==> src/rtl/frequency_to_note_converter_macros.svh <==
// ----------------------------------------------------------------------------
// Frequency to note converter assertion macros
// Concurrent assertion wrappers clocked on clk and disabled during reset.
// ----------------------------------------------------------------------------
`ifndef FREQUENCY_TO_NOTE_CONVERTER_MACROS_SVH
`define FREQUENCY_TO_NOTE_CONVERTER_MACROS_SVH
`ifndef SYNTH
`define F2N_ASSERT(lbl, prop) \
  lbl: assert property (@(posedge clk) disable iff (!rst_n) prop) \
    else $error("frequency_to_note_converter assertion failed");
`define F2N_ASSERT_OUT(lbl, prop) `F2N_ASSERT(lbl, out_valid |-> (prop))
`else
`define F2N_ASSERT(lbl, prop)
`define F2N_ASSERT_OUT(lbl, prop)
`endif
`endif

==> src/rtl/f2n_pkg.sv <==
`timescale 1ns / 1ps
// ----------------------------------------------------------------------------
// Frequency to note converter package
// Status codes, per-stage control bundle and fixed constants.
// ----------------------------------------------------------------------------
package f2n_pkg;

  typedef enum logic [1:0] {
    STATUS_OK        = 2'd0,
    STATUS_FREQ_ZERO = 2'd1,
    STATUS_REF_ZERO  = 2'd2
  } status_t;

  // Control that travels alongside the payload through every stage.
  typedef struct packed {
    logic    valid;
    status_t status;
  } ctl_t;

  localparam int unsigned MANT_W = 31;
  localparam int unsigned EXP_W  = 5;
  localparam int unsigned NOTE_A4 = 69;
  localparam logic [23:0] REF_A4_RESET = 24'd112640;

endpackage

==> src/rtl/f2n_norm.sv <==
`timescale 1ns / 1ps
// ----------------------------------------------------------------------------
// Operand normalizer
// Finds the leading one of both operands, aligns each mantissa to
// [2^30, 2^31) and seeds the log accumulator with the integer part.
// ----------------------------------------------------------------------------
module f2n_norm #(
  parameter int LW = 21
) (
  input  logic                                clk,
  input  logic                                rst_n,
  input  logic                                in_take,
  input  logic [23:0]                         in_frequency,
  input  logic [23:0]                         in_reference,
  output f2n_pkg::ctl_t                       out_ctl,
  output logic [f2n_pkg::MANT_W-1:0]          out_m_f,
  output logic [f2n_pkg::MANT_W-1:0]          out_m_a,
  output logic [LW-1:0]                       out_log_f,
  output logic [LW-1:0]                       out_log_a
);
  import f2n_pkg::*;

  function automatic logic [EXP_W-1:0] msb_index(input logic [23:0] x);
    logic [EXP_W-1:0] idx;
    idx = '0;
    for (int i = 0; i < 24; i++) begin
      if (x[i]) begin
        idx = EXP_W'(i);
      end
    end
    return idx;
  endfunction

  logic [EXP_W-1:0]  e_f, e_a;
  ctl_t              ctl_r, ctl_nxt;
  logic [MANT_W-1:0] m_f_r, m_f_nxt, m_a_r, m_a_nxt;
  logic [LW-1:0]     log_f_r, log_f_nxt, log_a_r, log_a_nxt;

  always_comb begin
    e_f = msb_index(in_frequency);
    e_a = msb_index(in_reference);
    // The shift of {x, 7'b0} by 23 - e places the leading one at bit 30.
    m_f_nxt = {in_frequency, 7'b0} << (EXP_W'(23) - e_f);
    m_a_nxt = {in_reference, 7'b0} << (EXP_W'(23) - e_a);
    log_f_nxt = LW'(e_f);
    log_a_nxt = LW'(e_a);
    ctl_nxt.valid = in_take;
    if (in_frequency == '0) begin
      ctl_nxt.status = STATUS_FREQ_ZERO;
    end else if (in_reference == '0) begin
      ctl_nxt.status = STATUS_REF_ZERO;
    end else begin
      ctl_nxt.status = STATUS_OK;
    end
  end

  always_ff @(posedge clk) begin
    if (!rst_n) begin
      ctl_r.valid <= 1'b0;
    end else begin
      ctl_r.valid <= ctl_nxt.valid;
    end
    ctl_r.status <= ctl_nxt.status;
    m_f_r        <= m_f_nxt;
    m_a_r        <= m_a_nxt;
    log_f_r      <= log_f_nxt;
    log_a_r      <= log_a_nxt;
  end

  assign out_ctl   = ctl_r;
  assign out_m_f   = m_f_r;
  assign out_m_a   = m_a_r;
  assign out_log_f = log_f_r;
  assign out_log_a = log_a_r;

endmodule

==> config.mk <==
export PLATFORM = sky130hd
export DESIGN_NAME = f2n_norm
export DESIGN_NICKNAME = d
export VERILOG_FILES = /design/src/rtl/frequency_to_note_converter_macros.svh /design/src/rtl/f2n_pkg.sv /design/src/rtl/f2n_norm.sv
export SDC_FILE = /design/constraint.sdc
export NUM_CORES = 1
export LEC_CHECK = 0
export BUFFER_PORTS_ARGS = -buffer_cell sky130_fd_sc_hd__buf_2
export CORE_UTILIZATION = 50
export CTS_CLUSTER_SIZE = 30
export DETAILED_ROUTE_END_ITERATION = 10
export GPL_ROUTABILITY_DRIVEN = 0
export PLACE_DENSITY = 0.84
export SYNTH_ARGS = -nofsm -noshare
export SYNTH_HDL_FRONTEND = slang
export SYNTH_SLANG_ARGS = --single-unit
export TNS_END_PERCENT = 1
==> constraint.sdc <==
create_clock -name clk -period 3.4 [get_ports clk]
set_clock_uncertainty 0.05 [all_clocks]
set_input_delay 0.17 -clock clk [delete_from_list [all_inputs] [get_ports clk]]
set_output_delay 0.17 -clock clk [all_outputs]
set_load 0.005 [all_outputs]
==> metrics.txt <==
critical-path cell list buf_2, nand2b_1, a21oi_1, nor3_1, a21oi_2, mux2i_1, o21ai_1, a31oi_1, a21oi_1; Diodes inserted 0; Rows 33; Core Area 8260 um^2; post-synthesis compound-gate area fraction 21.6%; crit path DAT 3.09 ns; RSZ-0062 raised after global routing false; largest net degree at the start of global routing 23; Leakage ~0.0025 uW; final WL 11.9 mm; share of cells above drive strength 1 23.0%; number of remaining DRC errors 0; cell taking the most area after synthesis dfxtp_1; Warnings, synthesis 0; sequential share of the synthesized area 28.5%; crit start category primary input; Syn Inst Count 538; post-route ant nets 0; Worst Setup SP in_reference[14]; Hold Worst Slack 0.126 ns; VDD IR-drop max 0.202 mV; fmax 345 MHz; Vias 4,473; CP max FO 20; synthesized area per cell 7.95 um^2; Syn-to-layout area delta 16.3%; Pre-Repair DR Iteration Count 5; clk slew on worst S/H paths 0.06 ns; Comb power frac approximately a quarter; multiplexer area fraction after synthesis 17.9%; nets@finish approximately 690; worst setup slack after layout 0.505 ns; sw frac 30.6%; CTS H-tree lvls 3; TritonCTS clock tree done; top post-synthesis cells by area dfxtp_1 (29%), mux2i_1 (17%), buf_4 (8.2%); die area 8930 um^2; most frequent CP cell a21oi_1; antenna violations before repair 0; die span in y between 90 and 100 um; setup TNS 0 ns; Post-Synth Adder-Cell Area 0%; flops & latches, synth 61; Post-CTS Setup Repair Bufs 0; vias in the first global route about 4,000; Worst Tran Pin Value approximately 1.3 ns; combinational family with the most area after synthesis compound AO/OA/AOI/OAI gates; slowest CP cell a21oi_2; GRT overflow 0; element type at the critical path end flop; pwr/cell area 428 nW/um^2; Post-Synth Simple-Gate Area 18.5%; Setup CP Type in -> reg; sequential share of power 38.3%; Initial Utilization 51.8%; P_int around 1500 uW; Root Buffer clkbuf_8; WP data required 3.59 ns; status finished clean; pre-CTS worst setup slack approximately 0.26 ns; drt wl/cell between 15 and 20 um; net switching power of the design 651 uW; worst min-delay path class in -> reg; pins over their slew limit 0; final period utilization 85.1%; first-pass GRT wire length 18.9 mm; setup violators final 0; Critical path destination out_m_a[17]; async set-reset flop share out of synthesis 0%; post-cts hold buffer count 1; number of synthesized flops with an enable pin 0; Synth cell types 61; initial drt markers 426; cts repair resizes 0; Max stage delay on crit path 0.98 ns; Yosys top cell area share 28.5%; max-cap violations 0; Syn Std Cell Area 4280 um^2; Final Util between 60% and 70%; DP Wirelength 9.10 mm; Synth Flop Type dfxtp_1; CTS Sinks 61; die width approximately 95 um; Final Hold Fails 0; XOR/XNOR share of the synthesized area 0%; Tot GR Track Use 26.9%; IO Count about 160; port buffer count 111; Worst slew margin between 10% and 20%; min Tclk post-route 2.89 ns; Max clock buf depth 2; vias per cell 5.95; CTS Buf Count 9; clock power share 35.1%; total power 2130 uW
power by group through the flow:
stage	combinational, uW	sequential (uW)	clock (uW)
after floorplan	366	841	0
after global placement	532	831	0
after detailed placement	546	832	0
after CTS	552	816	755
after global routing	621	822	790
final	567	815	747
cell usage in the layout (no fill, tap or decap), types with 7 or more instances in the layout:
cell and n:
mux2i_1 71, nor2_1 72, buf_4 8, nor4_1 10
nand2_1 40, nand2b_1 9, clkbuf_8 11, a211oi_1 9
inv_1 19, conb_1 46, o22ai_1 14, dfxtp_1 61
o21ai_0 20, nand3_1 13, buf_2 111, a21oi_1 32
and2_1 7
critical path, delay by kind of cell:
kind	cells	cell delay, ns
AOI/OAI and AO/OA	5	2.18
and+or+nand+nor	2	0.30
muxes	1	0.28
buffers and inverters	1	0.14
worst min path at each step:
stage / from / end / slack [ns] / cells past startpoint
final: in_reference[0] / out_m_a[7] / 0.13 / 3
after CTS: rst_n / out_ctl[2] / 0.002 / 2
after global placement: in_take / out_ctl[2] / 0.33 / 2
after detailed placement: in_take / out_ctl[2] / 0.34 / 2
after floorplan: in_take / out_ctl[2] / 0.24 / 1
after global routing: in_reference[0] / out_m_a[7] / 0.15 / 3
registers in the layout, summed over array words and instances (netlist names):
| signal | cells |
|---|---|
| out_ctl | 3 |
| out_log_a | 5 |
| out_log_f | 5 |
| out_m_a | 24 |
| out_m_f | 24 |
layer usage:
metal	global-route usage [%]	share of wire [%]	vias up
met5	0	0	-
met4	11.6	3.3	0
met3	7.17	11	44
met2	45.0	47	316
met1	32.3	39	2051
li1	-	-	2062
stage by stage:
step | cell area [um^2] | cells
3_3_place_gp | 4720 | 734
6_report | 4970 | 752
4_1_cts | 4960 | 751
3_5_place_dp | 4720 | 734
2_1_floorplan | 4450 | 583
5_1_grt | 4970 | 752
logic make-up after synthesis:
family | after synthesis
AND/OR/NAND/NOR | 172
AO/OA/AOI/OAI | 134
buffers and inverters | 95
multiplexers | 75
flip-flops | 61
other | 1
cells in the mapped netlist, drive strengths merged (2+ instances only):
cell type,number
or3,2
o311ai,3
a32oi,3
nor2,72
o22ai,14
nor4,10
dfxtp,61
or2,2
nand2b,9
mux2,3
nor3,5
nor2b,6
or4,3
o211ai,2
nand3,13
and2,7
o31ai,2
nand2,40
a211oi,9
o32ai,2
clkbuf,14
a31oi,7
mux2i,72
o221ai,6
a22oi,6
a221oi,7
buf,60
o21a,3
inv,20
a21oi,33
o21ai,23
final cells by class:
type / count / area, um^2
clock buffers: 11 / 151
fillers: 750 / 3280
clock inverters: 5 / 81.3
inverters: 21 / 78.8
multi-input cells: 427 / 2660
flip-flops and latches: 61 / 1220
well taps: 105 / 131
repair buffers: 122 / 656
No activity file was read; power rests on OpenSTA's default activity.
