<file path="config.mk">
export PLATFORM = sky130hd
export DESIGN_NAME = f2n_cell
export DESIGN_NICKNAME = d
export VERILOG_FILES = /design/src/rtl/frequency_to_note_converter_macros.svh /design/src/rtl/f2n_pkg.sv /design/src/rtl/f2n_cell.sv
export SDC_FILE = /design/constraint.sdc
export NUM_CORES = 2
export LEC_CHECK = 0
export BUFFER_PORTS_ARGS = -buffer_cell sky130_fd_sc_hd__buf_2
export CAP_MARGIN = 20
export CORE_ASPECT_RATIO = 1.75
export CORE_MARGIN = 4
export CORE_UTILIZATION = 40
export DETAILED_ROUTE_END_ITERATION = 16
export PLACE_DENSITY_LB_ADDON = 0.08
export SKIP_LAST_GASP = 1
export SYNTH_ARGS = -nofsm -noshare
export SYNTH_HDL_FRONTEND = slang
export SYNTH_SLANG_ARGS = --single-unit
</file>
<file path="constraint.sdc">
create_clock -name clk -period 22.4 [get_ports clk]
set_clock_uncertainty 0.1 [all_clocks]
set_input_delay 5.6 -clock clk [delete_from_list [all_inputs] [get_ports clk]]
set_output_delay 5.6 -clock clk [all_outputs]
set_load 0.01 [all_outputs]
</file>
<file path="src/rtl/frequency_to_note_converter_macros.svh">
// ----------------------------------------------------------------------------
// Frequency to note converter assertion macros
// Concurrent assertion wrappers clocked on clk and disabled during reset.
// ----------------------------------------------------------------------------
`ifndef FREQUENCY_TO_NOTE_CONVERTER_MACROS_SVH
`define FREQUENCY_TO_NOTE_CONVERTER_MACROS_SVH
`ifndef SYNTH
`define F2N_ASSERT(lbl, prop) \
  lbl: assert property (@(posedge clk) disable iff (!rst_n) prop) \
    else $error("frequency_to_note_converter assertion failed");
`define F2N_ASSERT_OUT(lbl, prop) `F2N_ASSERT(lbl, out_valid |-> (prop))
`else
`define F2N_ASSERT(lbl, prop)
`define F2N_ASSERT_OUT(lbl, prop)
`endif
`endif

</file>
<file path="src/rtl/f2n_pkg.sv">
`timescale 1ns / 1ps
// ----------------------------------------------------------------------------
// Frequency to note converter package
// Status codes, per-stage control bundle and fixed constants.
// ----------------------------------------------------------------------------
package f2n_pkg;

  typedef enum logic [1:0] {
    STATUS_OK        = 2'd0,
    STATUS_FREQ_ZERO = 2'd1,
    STATUS_REF_ZERO  = 2'd2
  } status_t;

  // Control that travels alongside the payload through every stage.
  typedef struct packed {
    logic    valid;
    status_t status;
  } ctl_t;

  localparam int unsigned MANT_W = 31;
  localparam int unsigned EXP_W  = 5;
  localparam int unsigned NOTE_A4 = 69;
  localparam logic [23:0] REF_A4_RESET = 24'd112640;

endpackage

</file>
<file path="src/rtl/f2n_cell.sv">
`timescale 1ns / 1ps
// ----------------------------------------------------------------------------
// Squaring cell
// One fraction bit of log2 for both operands: square the mantissa, take
// the bit that overflows past 2, renormalize and shift it into the log.
// ----------------------------------------------------------------------------
module f2n_cell #(
  parameter int LW = 21
) (
  input  logic                                clk,
  input  logic                                rst_n,
  input  f2n_pkg::ctl_t                       in_ctl,
  input  logic [f2n_pkg::MANT_W-1:0]          in_m_f,
  input  logic [f2n_pkg::MANT_W-1:0]          in_m_a,
  input  logic [LW-1:0]                       in_log_f,
  input  logic [LW-1:0]                       in_log_a,
  output f2n_pkg::ctl_t                       out_ctl,
  output logic [f2n_pkg::MANT_W-1:0]          out_m_f,
  output logic [f2n_pkg::MANT_W-1:0]          out_m_a,
  output logic [LW-1:0]                       out_log_f,
  output logic [LW-1:0]                       out_log_a
);
  import f2n_pkg::*;

  logic [2*MANT_W-1:0] sq_f, sq_a;
  logic [MANT_W:0]     t_f, t_a;
  ctl_t                ctl_r;
  logic [MANT_W-1:0]   m_f_r, m_f_nxt, m_a_r, m_a_nxt;
  logic [LW-1:0]       log_f_r, log_f_nxt, log_a_r, log_a_nxt;

  assign sq_f = in_m_f * in_m_f;
  assign sq_a = in_m_a * in_m_a;

  always_comb begin
    t_f = sq_f[2*MANT_W-1:MANT_W-1];
    t_a = sq_a[2*MANT_W-1:MANT_W-1];
    m_f_nxt   = t_f[MANT_W] ? t_f[MANT_W:1] : t_f[MANT_W-1:0];
    m_a_nxt   = t_a[MANT_W] ? t_a[MANT_W:1] : t_a[MANT_W-1:0];
    log_f_nxt = {in_log_f[LW-2:0], t_f[MANT_W]};
    log_a_nxt = {in_log_a[LW-2:0], t_a[MANT_W]};
  end

  always_ff @(posedge clk) begin
    if (!rst_n) begin
      ctl_r.valid <= 1'b0;
    end else begin
      ctl_r.valid <= in_ctl.valid;
    end
    ctl_r.status <= in_ctl.status;
    m_f_r        <= m_f_nxt;
    m_a_r        <= m_a_nxt;
    log_f_r      <= log_f_nxt;
    log_a_r      <= log_a_nxt;
  end

  assign out_ctl   = ctl_r;
  assign out_m_f   = m_f_r;
  assign out_m_a   = m_a_r;
  assign out_log_f = log_f_r;
  assign out_log_a = log_a_r;

endmodule

</file>
==> results.ini <==
[synthesis]
synth_area_per_cell_um2 = 9.46
yosysTopAreaCellShare_pct = 52.9
ys_ff_latch = 107
syn_area_um2 = 56600
synth_edf_count = 0
synthTopCellsByArea = fa_1, inv_1, ha_1
synthXorXnorAreaFrac_pct = 1.65
ys_warn_count = 0
synth-main-ff-cell = dfxtp_1
yosys.area_share.simple_pct = 10.6
synthesis.nets = 8120
synth_top_family_by_area = adder cells
syn_inst = 5983
yosys.area.top_type = fa_1
yosys-mux-area-fraction_pct = 1.04
synth_compound_area_share_pct = 4.61
synth_cell_types = 76
ys_seq_area_share_pct = 3.79
synthArstFlopShare_pct = 0
synth_fa_ha_area_share_pct = 64.7

[timing]
tightest_slew_ns = 1.29
fin_crit_ns = 15.27
fin_ws_ns = 7.13
timing.final.crit_share_pct = 68.1
max_freq_ghz = 0.0655
setup_violations = 0
hold_violations = 0
maxSlewViolCount = 0
tns_ns = 0
relSlewSlack_pct = 12.7
grt_setup_unrepaired = false

[global_routing]
grt_max_degree = 36
met1_usage_pct = 22.9
grt_pass1_wl_um = 268000
met3_usage_pct = 1.56
grt_pass1_vias = 45900
busiest_layer = met2
overflow = 0
grtUsageTotal_pct = 24.3
antenna_found_initial = 5
grtUsageMet2_pct = 50.6

[routing]
drtAntennaViolNets = 0
wl_um = 175000
drt_iter0_drc = 1497
first_pass_iters = 5
viasPerCell = 4.96
drcViolationCount = 0
routedWlPerCell_um = 22.2
vias = 39100

[worst_setup_path]
crit_buf_inv = 7
crit_required_ns = 22.60
cpPeakStageDelay_ns = 0.60
crit_family = adder cells
cp.depth = 27
worstPathArrival_ns = 15.47
worstPathMaxFanout = 33
crit_path_top_delay_cell = ha_1
critPathMostFrequentCell = fa_1
endpoint = out_m_f[29]
endpoint_kind = flip-flop
crit_type = in -> reg
critPathLaunchType = primary input
startpoint = in_m_f[8]

[die]
rows = 182
die_area_um2 = 148000
fp.dieH_um = 506
core_um2 = 141000
initial_core_util_pct = 40.3
die_x_um = 292
ios = 216

[placement]
place_ws_ns = 6.58
routabilityCongestion = 0.926
portBuffers = 213
dp.cells = 7870
dp.final_hpwl_um = 144000

[clocking]
cts_tree = done
clockBufferDepth = 2
htree_levels = 3
clock-sinks = 107
cts_setup_buffers = 0
numCtsBuffers = 9
clk_pin_slew_ns = 0.08
cts_root_buffer = clkbuf_16
cts_hold_buf = 0
cts-resized-gates = 0

[final_layout]
fin_cells = 7888
areaGrowthSynthToFinish_pct = 5.71
nFillCells = 14300
finalNetCount = 8178
drive_above_1_share_pct = 5.66

[status]
status = completed

[run]
cap_violations = 0

[hold_path]
min-delay-path-class = in -> reg
min_from = in_log_a[1]

-- metrics by stage --
step	hold WS [ns]	util [%]	cell area (um^2)
floorplan	5.53	-	56600
global placement	5.60	42.3	59500
detailed placement	5.60	42.3	59500
CTS	5.19	42.6	59800
global route	5.19	42.6	59800
finish	5.21	42.6	59800
-- sequential cells by signal (all words and copies together) (netlist names) --
| register | count |
|---|---|
| out_ctl | 3 |
| out_log_f | 21 |
| out_m_f | 31 |
| out_log_a | 21 |
| out_m_a | 31 |
-- area by class of cell --
| cell class | instances | area, um^2 | share of cell area (%) |
|---|---|---|---|
| clock buffers | 10 | 229 | 0.383 |
| clock inverters | 6 | 72.6 | 0.121 |
| repair buffers | 263 | 1440 | 2.41 |
| flip-flops and latches | 107 | 2140 | 3.58 |
| inverters | 1832 | 6880 | 11.5 |
| well taps | 1840 | 2300 | 3.85 |
| multi-input cells | 3828 | 46700 | 78.1 |
| diodes | 2 | 5.00 | 0.00837 |
-- Yosys cell counts (all sizes together), types with 4 or more instances --
cell     count
a2111oi      5
a211oi       8
a21boi       5
a21o        64
a21oi      130
a31o        10
a31oi       13
and2       382
and3        15
buf         10
clkbuf     206
dfxtp      107
fa        1494
ha         534
inv       1830
mux2        34
mux2i       18
nand2      593
nand2b      13
nand3       28
nand4       32
nor2       109
nor2b       18
nor3        18
nor3b        6
nor4         4
o2111ai      7
o211ai      15
o21a        12
o21ai       68
o21bai      21
o221ai       4
o31ai       12
or2          7
or3          4
or4          5
xnor2       59
xor2        47
-- cell usage in the layout (no fill, tap or decap), types with 5 or more instances in the layout --
cell       instances
a2111oi_0          5
a211oi_1           7
a21boi_0           5
a21o_1            64
a21oi_1          130
a31o_2            10
a31oi_1           13
and2_1           382
and3_1            15
buf_2            213
buf_4             50
clkbuf_16          9
dfxtp_1          107
fa_1            1494
ha_1             534
inv_1           1829
mux2_2            29
mux2i_1           17
nand2_1          593
nand2b_1          13
nand3_1           28
nand4_1           32
nor2_1           108
nor2b_1           18
nor3_1            18
nor3b_1            6
o2111ai_1          7
o211ai_1          14
o21a_1            12
o21ai_0           66
o21bai_1          21
o31ai_1           10
or2_2              7
xnor2_1           59
xor2_1            46
-- cells by family (layout without fill, tap and decap cells) --
group,after synthesis,count (layout)
adder cells (fa/ha/maj),2028,2028
buffers and inverters,2048,2111
flip-flops,107,107
other,0,2
AO/OA/AOI/OAI,400,400
AND/OR/NAND/NOR,1242,1242
XOR/XNOR,106,106
multiplexers,52,52
-- how the worst min path moves through the flow --
stage	to	slack, ns	depth (start not counted)
4_1_cts	out_log_a[20]	5.19	1
2_1_floorplan	out_ctl[0]	5.53	0
6_report	out_log_a[2]	5.21	1
3_3_place_gp	out_log_a[4]	5.60	1
5_1_grt	out_log_f[7]	5.19	1
3_5_place_dp	out_log_f[16]	5.60	1
-- metal layers --
metal,up-vias,wire length (um)
met1,20600,54100
li1,17400,-
met3,346,4020
met5,-,0
met4,0,11900
met2,770,105000
Power is left out: the tool's default activity adds up to more than one toggle a clock period on the data nets, which glitch-free logic cannot reach.
