`src/rtl/frequency_to_note_converter_macros.svh`:
```
// ----------------------------------------------------------------------------
// Frequency to note converter assertion macros
// Concurrent assertion wrappers clocked on clk and disabled during reset.
// ----------------------------------------------------------------------------
`ifndef FREQUENCY_TO_NOTE_CONVERTER_MACROS_SVH
`define FREQUENCY_TO_NOTE_CONVERTER_MACROS_SVH
`ifndef SYNTH
`define F2N_ASSERT(lbl, prop) \
  lbl: assert property (@(posedge clk) disable iff (!rst_n) prop) \
    else $error("frequency_to_note_converter assertion failed");
`define F2N_ASSERT_OUT(lbl, prop) `F2N_ASSERT(lbl, out_valid |-> (prop))
`else
`define F2N_ASSERT(lbl, prop)
`define F2N_ASSERT_OUT(lbl, prop)
`endif
`endif

```
`src/rtl/f2n_pkg.sv`:
```
`timescale 1ns / 1ps
// ----------------------------------------------------------------------------
// Frequency to note converter package
// Status codes, per-stage control bundle and fixed constants.
// ----------------------------------------------------------------------------
package f2n_pkg;

  typedef enum logic [1:0] {
    STATUS_OK        = 2'd0,
    STATUS_FREQ_ZERO = 2'd1,
    STATUS_REF_ZERO  = 2'd2
  } status_t;

  // Control that travels alongside the payload through every stage.
  typedef struct packed {
    logic    valid;
    status_t status;
  } ctl_t;

  localparam int unsigned MANT_W = 31;
  localparam int unsigned EXP_W  = 5;
  localparam int unsigned NOTE_A4 = 69;
  localparam logic [23:0] REF_A4_RESET = 24'd112640;

endpackage

```
`src/rtl/f2n_post.sv`:
```
`timescale 1ns / 1ps
// ----------------------------------------------------------------------------
// Note arithmetic pipeline
// Five stages: continuous note, nearest note, remainder, cents scaling with
// the divide by twelve, then rounding and the output register.
// ----------------------------------------------------------------------------
module f2n_post #(
  parameter int FRAC = 16
) (
  input  logic                 clk,
  input  logic                 rst_n,
  input  f2n_pkg::ctl_t        in_ctl,
  input  logic [FRAC+4:0]      in_log_f,
  input  logic [FRAC+4:0]      in_log_a,
  output logic                 out_valid,
  output logic [1:0]           out_status,
  output logic signed [9:0]    out_nearest_note,
  output logic signed [10:0]   out_cents_offset,
  output logic                 out_has_pitch_class,
  output logic [3:0]           out_pitch_class,
  output logic signed [5:0]    out_octave
);
  import f2n_pkg::*;

  localparam int LW = FRAC + 5;
  localparam int NW = FRAC + 11;
  localparam int RW = FRAC + 1;
  localparam int CW = FRAC + 12;
  localparam logic signed [NW-1:0] A4_NOTE_FIX = NW'(NOTE_A4) << FRAC;
  localparam logic signed [NW-1:0] N_HALF = NW'(1) << (FRAC - 1);
  localparam logic signed [CW-1:0] C_HALF = CW'(1) << (FRAC - 1);
  // floor(q * 2731 / 2^15) equals q / 12 for every q below 512.
  localparam logic [20:0] RECIP12 = 21'd2731;

  ctl_t ctl1_r, ctl2_r, ctl3_r, ctl4_r, ctl5_r;

  logic signed [LW:0]    diff;
  logic signed [NW-1:0]  dx, n1_nxt, n1_r, n2_r, qsum;
  logic signed [9:0]     q2_nxt, q2_r, q3_r, q4_r;
  logic signed [RW-1:0]  r3_nxt, r3_r;
  logic signed [CW-1:0]  ce, c4_nxt, c4_r, csum;
  logic [20:0]           prod;
  logic [5:0]            quot4_nxt, quot4_r;
  logic [8:0]            rem9;
  logic                  has;

  logic                  valid_r;
  logic [1:0]            status_r, status_nxt;
  logic signed [9:0]     note_r, note_nxt;
  logic signed [10:0]    cents_r, cents_nxt;
  logic                  has_r, has_nxt;
  logic [3:0]            pc_r, pc_nxt;
  logic signed [5:0]     oct_r, oct_nxt;

  function automatic logic signed [NW-1:0] n2_dummy_free(input logic signed [NW-1:0] n);
    return n + N_HALF - $signed(NW'(n[NW-1]));
  endfunction

  always_comb begin
    // Stage 1: n = 69*2^F + 12*(log2 f - log2 a4).
    diff   = $signed({1'b0, in_log_f}) - $signed({1'b0, in_log_a});
    dx     = NW'(diff);
    n1_nxt = (dx <<< 3) + (dx <<< 2) + A4_NOTE_FIX;

    // Stage 2: ties away from zero; a negative n loses one so that the
    // arithmetic shift rounds its magnitude the same way.
    qsum   = n2_dummy_free(n1_r);
    q2_nxt = 10'(qsum >>> FRAC);

    // Stage 3: remainder of n against the nearest note.
    r3_nxt = RW'(n2_r - (NW'(q2_r) <<< FRAC));

    // Stage 4: scale by 1600 and divide the note by twelve.
    ce        = CW'(r3_r);
    c4_nxt    = (ce <<< 10) + (ce <<< 9) + (ce <<< 6);
    prod      = 21'(q3_r[8:0]) * RECIP12;
    quot4_nxt = prod[20:15];

    // Stage 5: round the cents and form the pitch fields.
    csum      = c4_r + C_HALF - $signed(CW'(c4_r[CW-1]));
    rem9      = q4_r[8:0] - 9'({3'b0, quot4_r} * 9'd12);
    has       = !q4_r[9];
    status_nxt = ctl4_r.status;
    if (ctl4_r.status == STATUS_OK) begin
      note_nxt  = q4_r;
      cents_nxt = 11'(csum >>> FRAC);
      has_nxt   = has;
      pc_nxt    = has ? rem9[3:0] : 4'd0;
      oct_nxt   = has ? $signed(quot4_r - 6'd1) : 6'sd0;
    end else begin
      note_nxt  = '0;
      cents_nxt = '0;
      has_nxt   = 1'b0;
      pc_nxt    = '0;
      oct_nxt   = '0;
    end
  end

  always_ff @(posedge clk) begin
    if (!rst_n) begin
      ctl1_r.valid <= 1'b0;
      ctl2_r.valid <= 1'b0;
      ctl3_r.valid <= 1'b0;
      ctl4_r.valid <= 1'b0;
      valid_r      <= 1'b0;
    end else begin
      ctl1_r.valid <= in_ctl.valid;
      ctl2_r.valid <= ctl1_r.valid;
      ctl3_r.valid <= ctl2_r.valid;
      ctl4_r.valid <= ctl3_r.valid;
      valid_r      <= ctl4_r.valid;
    end
    ctl1_r.status <= in_ctl.status;
    ctl2_r.status <= ctl1_r.status;
    ctl3_r.status <= ctl2_r.status;
    ctl4_r.status <= ctl3_r.status;
    n1_r     <= n1_nxt;
    n2_r     <= n1_r;
    q2_r     <= q2_nxt;
    r3_r     <= r3_nxt;
    q3_r     <= q2_r;
    c4_r     <= c4_nxt;
    q4_r     <= q3_r;
    quot4_r  <= quot4_nxt;
    status_r <= status_nxt;
    note_r   <= note_nxt;
    cents_r  <= cents_nxt;
    has_r    <= has_nxt;
    pc_r     <= pc_nxt;
    oct_r    <= oct_nxt;
  end

  assign ctl5_r              = '{valid: valid_r, status: status_t'(status_r)};
  assign out_valid           = ctl5_r.valid;
  assign out_status          = ctl5_r.status;
  assign out_nearest_note    = note_r;
  assign out_cents_offset    = cents_r;
  assign out_has_pitch_class = has_r;
  assign out_pitch_class     = pc_r;
  assign out_octave          = oct_r;

endmodule
```
`config.mk`:
```
export PLATFORM = sky130hd
export DESIGN_NAME = f2n_post
export DESIGN_NICKNAME = d
export VERILOG_FILES = /design/src/rtl/frequency_to_note_converter_macros.svh /design/src/rtl/f2n_pkg.sv /design/src/rtl/f2n_post.sv
export SDC_FILE = /design/constraint.sdc
export NUM_CORES = 1
export LEC_CHECK = 0
export BUFFER_PORTS_ARGS = -buffer_cell sky130_fd_sc_hd__buf_2
export CAP_MARGIN = 20
export CORE_ASPECT_RATIO = 1.1
export CORE_MARGIN = 2
export CORE_UTILIZATION = 60
export CTS_BUF_LIST = sky130_fd_sc_hd__clkbuf_4
export DETAILED_ROUTE_END_ITERATION = 6
export PLACE_DENSITY = 0.88
export SLEW_MARGIN = 20
export SYNTH_ARGS = -nofsm -noshare
export SYNTH_HDL_FRONTEND = slang
export SYNTH_SLANG_ARGS = --single-unit
```
`constraint.sdc`:
```
create_clock -name clk -period 5.19 [get_ports clk]
set_input_delay 1.038 -clock clk [delete_from_list [all_inputs] [get_ports clk]]
set_output_delay 1.038 -clock clk [all_outputs]
set_load 0.1 [all_outputs]
```
==> results.py <==
metrics = {
    "floorplan": {
        "initial_core_util_pct": 61.60,
        "die_height_um": 140.5,
        "die_area_sq_mm": 0.01799,
        "ios": 82,
        "core_sq_mm": 0.01649,
        "chipWidth_um": 128.1,
        "placementRows": 49,
    },
    "synthesis": {
        "syn_inst": 1082,
        "asyncSetResetFlopFracSynth_pct": 0,
        "syn_avg_cell_area_sq_um": 9.390,
        "synthesis.area_sq_mm": 0.01016,
        "synthDominantCellAreaShare_pct": 31.13,
        "ys_warn_count": 0,
        "ys_seq_area_share_pct": 31.13,
        "synth_enable_flop_cells": 0,
        "synth_ff_type": "sky130_fd_sc_hd__dfxtp_1",
        "synth.distinct_cells": 67,
        "synth_fp_nets": 1336,
        "synth.largest_area_cell": "sky130_fd_sc_hd__dfxtp_1",
        "netlist_top_cells_area": "sky130_fd_sc_hd__dfxtp_1, sky130_fd_sc_hd__ha_1, sky130_fd_sc_hd__fa_1",
        "ys_seq_elements": 158,
    },
    "run": {
        "max-cap-violations": 0,
    },
    "grt": {
        "grt-ovfl-total": 0,
        "grt.total_usage_pct": 20.40,
        "grt_antenna_before_repair": 1,
        "grt_pass1_vias": 7472,
        "pin_count_of_the_biggest_net_entering_global_routing": 17,
        "first_pass_grt_wire_length_um": 30670,
    },
    "clock_tree": {
        "cts_root_buffer": "sky130_fd_sc_hd__clkbuf_4",
        "htree_levels": 4,
        "worstSkewPairLatency_ns": 0.52,
        "post_cts_hold_buffer_count": 0,
        "clock_sinks": 158,
        "clk_pin_slew_worst_paths_ns": 0.12,
        "cts_resized": 0,
        "clock_path_buffers": 2,
        "cts_buffers": 17,
        "tritoncts_clock_tree": "done",
        "cts_setup_buffers": 0,
    },
    "placed_design": {
        "dpl_cell_area_sq_mm": 0.01085,
        "dpl.hpwl_um": 14360,
        "numPortBuffers": 81,
        "dp_cells": 1366,
        "globalplace.congestion": 0.8927,
    },
    "sta": {
        "final_cycle_utilization_of_the_critical_path_pct": 88.87,
        "setup_total_negative_slack_ns": 0,
        "timing.final.crit_period_ns": 4.612,
        "setup_violations": 0,
        "fmaxAchievable_ghz": 0.2168,
        "maxSlewViolCount": 0,
        "worst_pin_slew_ns": 0.5405,
        "rsz_0062_raised_after_global_routing": "false",
        "worst_clock_skew_ns": 0.01305,
        "final-hold-violation-count": 0,
        "slew-limit-headroom_pct": 63.66,
    },
    "detailed_routing": {
        "vias": 7663,
        "postRouteAntennaNets": 0,
        "drc": 0,
        "final_wirelength_um": 17460,
        "drtPass1Iterations": 5,
        "post_detailed_route_via_to_cell_ratio": 5.485,
        "drtIter0Drc": 290,
        "wl_per_cell_um": 12.50,
    },
    "layout": {
        "layout.area.seq_sq_mm": 0.003163,
        "finish.net_count": 1435,
        "area_taken_by_multi_input_logic_gates_sq_mm": 0.006362,
        "syn_to_final_growth_pct": 8.880,
        "drive_gt1_share_pct": 10.91,
        "final_common_cell": "sky130_fd_sc_hd__ha_1",
        "fin_area_sq_mm": 0.01106,
        "final.fill_count": 1249,
        "mostFrequentLayoutCells": "sky130_fd_sc_hd__ha_1, sky130_fd_sc_hd__inv_1, sky130_fd_sc_hd__dfxtp_1, sky130_fd_sc_hd__buf_2, sky130_fd_sc_hd__a21oi_1",
        "fin_cells": 1397,
    },
    "setup_path": {
        "data_arrival_time_of_the_critical_path_ns": 5.07,
        "critical_path.startpoint_type": "primary input",
        "cp-startpoint": "in_log_f[0]",
        "critical_path.max_fanout": 4,
        "r2r_start": "q3_r[8]$_DFF_P_",
        "critical_path_required_ns": 5.65,
        "setup.worst_path.class": "primary input to flop",
        "worstSetupEndpointType": "flop",
    },
    "min_path": {
        "classification_of_the_worst_slack_hold_path": "flop to flop",
        "worst_hold_startpoint": "q3_r[9]$_DFF_P_",
    },
    "run_status": {
        "status": "completed",
    },
}
worst paths after layout:
check | end | slack (ns) | cells after the start
worst max-delay path | n1_r[24]$_DFF_P_ | 0.58 | 21
worst min-delay path | q4_r[9]$_DFF_P_ | 0.33 | 0
worst max register to register | quot4_r[5]$_DFF_P_ | 0.99 | 14
worst min register to register | q4_r[9]$_DFF_P_ | 0.33 | 0
kinds of logic (layout without fill, tap and decap cells):
kind of cell    Yosys count  after routing  synth area share (%)
buf+inv                 168            278                 6.244
other cells               0              1                     0
simple gates            224            224                 11.45
flops                   158            158                 31.13
compound gates          253            253                 16.51
fa+ha+maj               207            207                 28.45
xor+xnor                 72             72                 6.207
critical path, cell delays in order:
cell and delay, ns:
sky130_fd_sc_hd__buf_2 0.10, sky130_fd_sc_hd__inv_1 0.05, sky130_fd_sc_hd__ha_1 0.16, sky130_fd_sc_hd__inv_1 0.06, sky130_fd_sc_hd__fa_1 0.40, sky130_fd_sc_hd__a21o_1 0.19, sky130_fd_sc_hd__a21oi_2 0.15, sky130_fd_sc_hd__o211ai_1 0.13
sky130_fd_sc_hd__a21oi_2 0.26, sky130_fd_sc_hd__o21a_1 0.20, sky130_fd_sc_hd__o21ai_0 0.11, sky130_fd_sc_hd__xnor2_1 0.23, sky130_fd_sc_hd__ha_1 0.28, sky130_fd_sc_hd__ha_1 0.32, sky130_fd_sc_hd__and3_1 0.19, sky130_fd_sc_hd__a221o_1 0.31
sky130_fd_sc_hd__a21oi_1 0.15, sky130_fd_sc_hd__o21ai_1 0.11, sky130_fd_sc_hd__a221o_1 0.32, sky130_fd_sc_hd__a21oi_1 0.17, sky130_fd_sc_hd__xnor2_1 0.13
layer usage:
metal	wire length, um	global-route usage, %
met1	7593	22.68
met2	8794	37.97
met3	553	3.400
met4	520	8.849
met5	0	0
state kept, by name, indices dropped and copies added (netlist names), 3 cells and up:
| name | flops |
|---|---|
| out_pitch_class | 4 |
| n2_r | 15 |
| out_octave | 6 |
| quot4_r | 6 |
| r3_r | 15 |
| q4_r | 10 |
| out_cents_offset | 11 |
| q2_r | 10 |
| ctl3_r | 3 |
| c4_r | 20 |
| q3_r | 10 |
| ctl1_r | 3 |
| out_nearest_note | 10 |
| n1_r | 25 |
| ctl2_r | 3 |
area by class of cell:
| class | instances | area share [%] |
|---|---|---|
| repair buffers | 90 | 4.276 |
| clock buffers | 19 | 1.289 |
| clock inverters | 11 | 0.6334 |
| well taps | 204 | 2.307 |
| flip-flops and latches | 158 | 28.59 |
| diodes | 1 | 0.02262 |
| inverters | 158 | 5.361 |
| multi-input cells | 756 | 57.52 |
cells in the mapped netlist (all sizes together), types with 8 or more instances:
cell	instances
a211oi	11
a21o	32
a21oi	78
a31oi	10
and2	17
and3	8
clkbuf	8
dfxtp	158
fa	40
ha	167
inv	158
nand2	35
nand2b	15
nand3	17
nor2	56
nor2b	9
nor3	25
nor4	8
o21a	14
o21ai	46
o21bai	9
or3	11
xnor2	52
xor2	20
metrics by stage:
| stage | utilization, % | hold WS (ns) | setup slack [ns] |
|---|---|---|---|
| after global placement | 65.77 | 0.3099 | 0.1572 |
| final | 67.07 | 0.3311 | 0.5776 |
| after detailed placement | 65.77 | 0.3121 | 0.04285 |
| after CTS | 67.06 | 0.3360 | 0.6212 |
| after global routing | 67.07 | 0.3286 | 0.4154 |
| after floorplan | - | 0.3096 | 0.3077 |
Power is left out: the tool's default activity adds up to more than one toggle a clock period on the data nets, which glitch-free logic cannot reach.
